<file path="src/sv/laplacian_3d_stencil_defines.svh">
// assertion macros shared by the stencil rtl
// depends on nothing; included by files that carry concurrent checks
`ifndef LAPLACIAN_3D_STENCIL_DEFINES_SVH
`define LAPLACIAN_3D_STENCIL_DEFINES_SVH

// condition holds at every clock edge out of reset
`define LAP3_ASSERT_ALWAYS(label, clk, rst, cond, msg) \
  label: assert property (@(posedge clk) disable iff (rst) (cond)) else $error(msg);

// consequent holds in the same cycle as the antecedent
`define LAP3_ASSERT_IMPLY(label, clk, rst, ante, cons, msg) \
  label: assert property (@(posedge clk) disable iff (rst) (ante) |-> (cons)) else $error(msg);

// consequent holds in the cycle after the antecedent
`define LAP3_ASSERT_NEXT(label, clk, rst, ante, cons, msg) \
  label: assert property (@(posedge clk) disable iff (rst) (ante) |=> (cons)) else $error(msg);

`endif

</file>
<file path="src/sv/lap3_pkg.sv">
// shared constants, register indexes and the stage control struct of the stencil
// depends on nothing; used by the interfaces, lap3_sum and the top level
package lap3_pkg;

  // register field widths
  localparam int DIM_W     = 7;
  localparam int DZ_W      = 11;
  localparam int CFG_W     = 11;
  localparam int CFG_IDX_W = 2;

  // register indexes
  localparam logic [CFG_IDX_W-1:0] REG_DIM_X = 2'd0;
  localparam logic [CFG_IDX_W-1:0] REG_DIM_Y = 2'd1;
  localparam logic [CFG_IDX_W-1:0] REG_DIM_Z = 2'd2;

  // volume limits and reset values
  localparam int DZ_LIMIT  = 1024;
  localparam int RESET_DIM = 64;

  // parameter defaults
  localparam int DEF_MAX_X    = 64;
  localparam int DEF_MAX_Y    = 64;
  localparam int DEF_SAMPLE_W = 32;

  // guard bits of the result over the sample width
  localparam int OUT_GUARD = 4;

  // cycles for plane and volume size to follow a register write
  localparam logic [1:0] SETTLE_CYCLES = 2'd2;

  // per-result control carried from the address stage to the arithmetic
  typedef struct packed {
    logic valid;
    logic need_l;
    logic need_r;
    logic need_yn;
    logic need_yp;
    logic need_zn;
    logic has_zp;
    logic first;
    logic fwd;
    logic last;
  } lap3_ctrl_t;

endpackage

</file>
<file path="src/sv/lap3_stream_if.sv">


interface lap3_result_if #(
  parameter int SAMPLE_WIDTH = lap3_pkg::DEF_SAMPLE_W
);
  logic                                                valid;
  logic                                                ready;
  logic signed [SAMPLE_WIDTH+lap3_pkg::OUT_GUARD-1:0] laplacian;
  logic                                                last;

  modport source (output valid, output laplacian, output last, input ready);
  modport sink   (input valid, input laplacian, input last, output ready);
endinterface

</file>
<file path="src/sv/lap3_sum.sv">
// stencil arithmetic: centre pipe, two adder stages and the result register
// depends on lap3_pkg and lap3_result_if; instantiated by laplacian_3d_stencil
module lap3_sum #(
  parameter int SAMPLE_WIDTH = lap3_pkg::DEF_SAMPLE_W
) (
  input  logic                           clk,
  input  logic                           rst,
  input  lap3_pkg::lap3_ctrl_t           ctrl,
  input  logic signed [SAMPLE_WIDTH-1:0] sample,
  input  logic signed [SAMPLE_WIDTH-1:0] x_next,
  input  logic signed [SAMPLE_WIDTH-1:0] y_next,
  input  logic signed [SAMPLE_WIDTH-1:0] y_prev_or_first,
  input  logic signed [SAMPLE_WIDTH-1:0] z_prev,
  output logic                           advance,
  lap3_result_if.source                  results
);
  import lap3_pkg::*;

  localparam int OUT_W = SAMPLE_WIDTH + OUT_GUARD;

  function automatic logic signed [OUT_W-1:0] widen(input logic signed [SAMPLE_WIDTH-1:0] v);
    return {{OUT_GUARD{v[SAMPLE_WIDTH-1]}}, v};
  endfunction

  logic signed [SAMPLE_WIDTH-1:0] c1;
  logic signed [SAMPLE_WIDTH-1:0] c2;
  logic signed [SAMPLE_WIDTH-1:0] centre;
  logic signed [SAMPLE_WIDTH-1:0] right;
  logic signed [OUT_W-1:0]        centre_w;
  logic signed [OUT_W-1:0]        sum_a_next;
  logic signed [OUT_W-1:0]        sum_b_next;
  logic signed [OUT_W-1:0]        six_c_next;

  logic                    v2;
  logic                    last2;
  logic signed [OUT_W-1:0] sum_a;
  logic signed [OUT_W-1:0] sum_b;
  logic signed [OUT_W-1:0] six_c;

  logic                    res_valid;
  logic signed [OUT_W-1:0] res_data;
  logic                    res_last;

  // whole pipe moves together while the result slot is free or taken
  assign advance = !res_valid || results.ready;

  // the first voxel of a volume comes straight from the store
  assign centre = ctrl.first ? y_prev_or_first : c1;
  assign right  = ctrl.fwd ? sample : x_next;

  // first adder stage: two partial neighbour sums and six times the centre
  always_comb begin
    centre_w   = widen(centre);
    sum_a_next = (ctrl.need_l  ? widen(c2)              : '0)
               + (ctrl.need_r  ? widen(right)           : '0)
               + (ctrl.need_yn ? widen(y_prev_or_first) : '0);
    sum_b_next = (ctrl.need_yp ? widen(y_next)          : '0)
               + (ctrl.need_zn ? widen(z_prev)          : '0)
               + (ctrl.has_zp  ? widen(sample)          : '0);
    six_c_next = (centre_w <<< 2) + (centre_w <<< 1);
  end

  // centre pipe: value at q and at q-1 for the next result
  always_ff @(posedge clk) begin
    if (advance && ctrl.valid) begin
      c1 <= right;
      c2 <= centre;
    end
  end

  // stage two control
  always_ff @(posedge clk) begin
    if (rst) begin
      v2 <= 1'b0;
    end else if (advance) begin
      v2 <= ctrl.valid;
    end
  end

  always_ff @(posedge clk) begin
    if (advance) begin
      last2 <= ctrl.last;
      sum_a <= sum_a_next;
      sum_b <= sum_b_next;
      six_c <= six_c_next;
    end
  end

  // result register
  always_ff @(posedge clk) begin
    if (rst) begin
      res_valid <= 1'b0;
    end else if (advance) begin
      res_valid <= v2;
    end
  end

  always_ff @(posedge clk) begin
    if (advance) begin
      res_data <= sum_a + sum_b - six_c;
      res_last <= last2;
    end
  end

  assign results.valid     = res_valid;
  assign results.laplacian = res_data;
  assign results.last      = res_last;
endmodule

</file>
<file path="src/flat_wrapper.sv">
// flat-port wrapper written by rule: the top's interface ports become plain ports
module lap3_sum_flat import lap3_pkg::*;
#(
  parameter int SAMPLE_WIDTH = lap3_pkg::DEF_SAMPLE_W
)
  (clk, rst, ctrl, sample, x_next, y_next, y_prev_or_first, z_prev, advance, results_valid, results_laplacian, results_last, results_ready);
  lap3_result_if #(.SAMPLE_WIDTH(SAMPLE_WIDTH)) results_i ();
  input  logic clk;
  input  logic rst;
  input  lap3_pkg::lap3_ctrl_t ctrl;
  input  logic signed [SAMPLE_WIDTH-1:0] sample;
  input  logic signed [SAMPLE_WIDTH-1:0] x_next;
  input  logic signed [SAMPLE_WIDTH-1:0] y_next;
  input  logic signed [SAMPLE_WIDTH-1:0] y_prev_or_first;
  input  logic signed [SAMPLE_WIDTH-1:0] z_prev;
  output logic advance;
  output wire logic [$bits(results_i.valid)-1:0] results_valid;
  output wire logic [$bits(results_i.laplacian)-1:0] results_laplacian;
  output wire logic [$bits(results_i.last)-1:0] results_last;
  input wire logic [$bits(results_i.ready)-1:0] results_ready;
  assign results_valid = results_i.valid;
  assign results_laplacian = results_i.laplacian;
  assign results_last = results_i.last;
  assign results_i.ready = results_ready;
  lap3_sum #(.SAMPLE_WIDTH(SAMPLE_WIDTH)) u_core (.clk(clk), .rst(rst), .ctrl(ctrl), .sample(sample), .x_next(x_next), .y_next(y_next), .y_prev_or_first(y_prev_or_first), .z_prev(z_prev), .advance(advance), .results(results_i));
endmodule
</file>
<file path="config.mk">
export PLATFORM = sky130hd
export DESIGN_NAME = lap3_sum_flat
export DESIGN_NICKNAME = d
export VERILOG_FILES = /design/src/sv/laplacian_3d_stencil_defines.svh /design/src/sv/lap3_pkg.sv /design/src/sv/lap3_stream_if.sv /design/src/sv/lap3_sum.sv /design/src/flat_wrapper.sv
export SDC_FILE = /design/constraint.sdc
export NUM_CORES = 1
export LEC_CHECK = 0
export BUFFER_PORTS_ARGS = -buffer_cell sky130_fd_sc_hd__buf_2
export CORE_ASPECT_RATIO = 0.8
export CORE_MARGIN = 2
export CORE_UTILIZATION = 35
export CTS_CLUSTER_DIAMETER = 40
export CTS_CLUSTER_SIZE = 40
export DETAILED_ROUTE_END_ITERATION = 7
export HOLD_SLACK_MARGIN = 0.02
export PLACE_DENSITY_LB_ADDON = 0.08
export SETUP_SLACK_MARGIN = 0.02
export SYNTH_ARGS = -nofsm -noshare
export SYNTH_HDL_FRONTEND = slang
export SYNTH_SLANG_ARGS = --single-unit
</file>
<file path="constraint.sdc">
create_clock -name clk -period 8.6 [get_ports clk]
set_input_delay 1.72 -clock clk [delete_from_list [all_inputs] [get_ports clk]]
set_output_delay 1.72 -clock clk [all_outputs]
set_load 0.01 [all_outputs]
</file>
==> flow_metrics.env <==
export IMPL_status="finished, final reports clean"
export IMPL_hold_start="u_core.last2"
export IMPL_vias_per_cell=4.955
export IMPL_antennaDiodeCount=0
export IMPL_synth_area_per_cell_um2=9.412
export IMPL_synth_area_top_cells="edfxtp_1, fa_1, ha_1"
export IMPL_worst_r2r_startpoint="u_core.c2[1]"
export IMPL_synth_cell_types=66
export IMPL_timing_fmax_ghz=0.1804
export IMPL_drive_above_1_share_pct=16.80
export IMPL_synth_seq_cells=210
export IMPL_tns_ns=0
export IMPL_critPathCaptureType="flop"
export IMPL_placed_cells=2755
export IMPL_worst_ep_arrival_time_ns=5.84
export IMPL_htree_levels=2
export IMPL_gp_congestion=0.8776
export IMPL_cts_root_buf="clkbuf_16"
export IMPL_track_usage_pct=18.95
export IMPL_slew_viol_final=0
export IMPL_drt_drc_violations_left=0
export IMPL_postRouteAntennaNets=0
export IMPL_netlist_instances=1912
export IMPL_ctsHoldBuffers=0
export IMPL_io_pins=212
export IMPL_grt_pass1_vias=14135
export IMPL_period_share_pct=64.45
export IMPL_placement_io_buffers=211
export IMPL_path_max_fanout=32
export IMPL_clock_latency_ns=0.57
export IMPL_maxUsedRoutingLayer="met4"
export IMPL_firstDrtPassIters=5
export IMPL_synthFlopType="edfxtp_1"
export IMPL_wl_mm=50.53
export IMPL_max_slew_margin_pct=31.55
export IMPL_synth_top_cell_area_share_pct=34.71
export IMPL_num_rows=74
export IMPL_leakage_nw=10.01
export IMPL_skew_ns=0.02009
export IMPL_synth_top_cell_by_area="edfxtp_1"
export IMPL_finalSetupViolCount=0
export IMPL_syn_num_nets=2316
export IMPL_route_met2_wl_mm=19.50
export IMPL_cap_violations=0
export IMPL_wl_per_cell_um=17.80
export IMPL_yosysSeqAreaShare_pct=34.93
export IMPL_area_growth_pct=18.17
export IMPL_final_cell_area_um2=21270
export IMPL_antenna_found_initial=0
export IMPL_final_cells=2839
export IMPL_die_area_um2=53260
export IMPL_synth_edf_count=208
export IMPL_yosysMostFrequentCell="inv_1"
export IMPL_nNetsFinal=2522
export IMPL_clockBufferDepth=3
export IMPL_hpwl_mm=40.73
export IMPL_ir_worst_vdd_mv=0.1567
export IMPL_die_w_um=257.5
export IMPL_synthTopCellsByCount="inv_1, nand2_1, edfxtp_1"
export IMPL_first_iter_violations=692
export IMPL_syn_cell_area_um2=18000
export IMPL_clock_sinks=210
export IMPL_critPathKind="in -> reg"
export IMPL_min_path_type="reg -> reg"
export IMPL_fin_util_pct=41.76
export IMPL_clk_pin_slew_ns=0.05
export IMPL_postPlaceCellArea_um2=19720
export IMPL_startpoint="ctrl[1]"
export IMPL_cts_buffers=45
export IMPL_initial_utilization_pct=35.34
export IMPL_gr_total_overflow=0
export IMPL_grt_max_degree=82
export IMPL_yosys_warnings=0
export IMPL_required_ns=8.90
export IMPL_finalHoldViolCount=0
export IMPL_cts_resized=0
export IMPL_cts_tree="yes"
export IMPL_grt_pass1_wl_mm=78.60
export IMPL_critPathLaunchType="input pin"
export IMPL_route_met3_wl_mm=2.147
export IMPL_die_height_um=206.8
export IMPL_post_cts_buffers=0
export IMPL_rsz0062_at_grt="false"
export IMPL_fin_crit_ns=5.543
export IMPL_vias=14068
export IMPL_pwr_density_cell_nw_per_um2=332.3
export IMPL_tightest_slew_ns=1.027
export IMPL_async_flop_share_pct=0
export IMPL_wl_met1_mm=27.72
export IMPL_core_um2=50920
export IMPL_holdWs_ns=0.4151
## kinds of logic after synthesis
| family | count (synthesis) | synth area share, % |
|---|---|---|
| DFF | 210 | 34.93 |
| and+or+nand+nor | 516 | 12.96 |
| AOI/OAI and AO/OA | 425 | 15.05 |
| xor gates and xnor gates | 107 | 5.207 |
| muxes | 65 | 4.046 |
| adders and majority gates | 231 | 20.27 |
| buffers and inverters | 358 | 7.530 |
## state kept, by name (all words and copies together), names as in the netlist
name                      cells
u_core.c2                    32
u_core.last2                  1
u_core.sum_b                 36
u_core.v2                     1
u_core.six_c                 34
u_core.results.last           1
u_core.results.valid          1
u_core.sum_a                 36
u_core.c1                    32
u_core.results.laplacian     36
## report_power, final
group	switching, W	leakage, nW	internal (W)
clock network	0.000607	0.737	0.00115
registers	0.000165	2.16	0.00164
logic	0.00209	7.12	0.00142
## per-stage QoR
step	worst slack (ns)	power (W)
2_1_floorplan	0.9971	0.004365
3_3_place_gp	2.600	0.005311
3_5_place_dp	2.535	0.005321
4_1_cts	3.109	0.007132
5_1_grt	2.815	0.007696
6_report	3.057	0.007067
## worst max-delay path: stages
cell and delay, ns:
buf_2 0.63, mux2_2 0.44, and2_1 0.18, fa_1 0.50, ha_1 0.18, inv_1 0.06
fa_1 0.39, nand2b_1 0.19, a21oi_1 0.24, o21ai_1 0.18, a221oi_1 0.53, o41a_1 0.31
a31oi_1 0.14, xnor2_1 0.14
## layout make-up
type                            count  area [µm²]
Sequential cell                   210        6286
Clock buffer                       50        1145
Clock inverter                     34       402.9
Inverter                          304        1141
Tap cell                          684       855.8
Fill cell                        5121       29660
Multi-Input combinational cell   1344       10360
Timing Repair Buffer              213        1071
## layer usage
metal  up-vias  global-route usage (%)
li1       7017                       -
met1      6636                   30.04
met2       341                   26.44
met3        74                   2.759
met4         0                   5.037
met5         -                       0
## cell usage in the layout (no fill, tap or decap), drive strengths merged, types with 6 or more instances in the layout
| cell type | netlist | layout |
|---|---|---|
| xnor2 | 60 | 60 |
| fa | 101 | 101 |
| mux2 | 62 | 62 |
| o21a | 12 | 12 |
| edfxtp | 208 | 208 |
| clkinvlp | 0 | 6 |
| a31oi | 15 | 15 |
| nand2 | 274 | 274 |
| xor2 | 47 | 47 |
| a21boi | 8 | 8 |
| o211ai | 18 | 18 |
| a211oi | 24 | 24 |
| inv | 304 | 311 |
| buf | 14 | 213 |
| o31ai | 10 | 10 |
| nor3 | 18 | 18 |
| nand4 | 26 | 26 |
| nor2b | 16 | 16 |
| nand2b | 13 | 13 |
| clkinv | 0 | 15 |
| o21ai | 90 | 90 |
| bufinv | 0 | 6 |
| a21o | 45 | 45 |
| nor2 | 72 | 72 |
| a41oi | 6 | 6 |
| and3 | 26 | 26 |
| a311oi | 6 | 6 |
| o21bai | 20 | 20 |
| clkbuf | 40 | 50 |
| a21oi | 134 | 134 |
| ha | 130 | 130 |
| and2 | 24 | 24 |
| nand3 | 27 | 27 |
## worst paths after layout
check | endpoint | slack [ns] | cells after the start
max | u_core.sum_a[19] | 3.06 | 14
min reg2reg | u_core.results.last | 0.42 | 0
max reg2reg | u_core.sum_a[19] | 4.89 | 12
min | u_core.results.last | 0.42 | 0
Note: power is estimated with default switching activity, not from simulation.
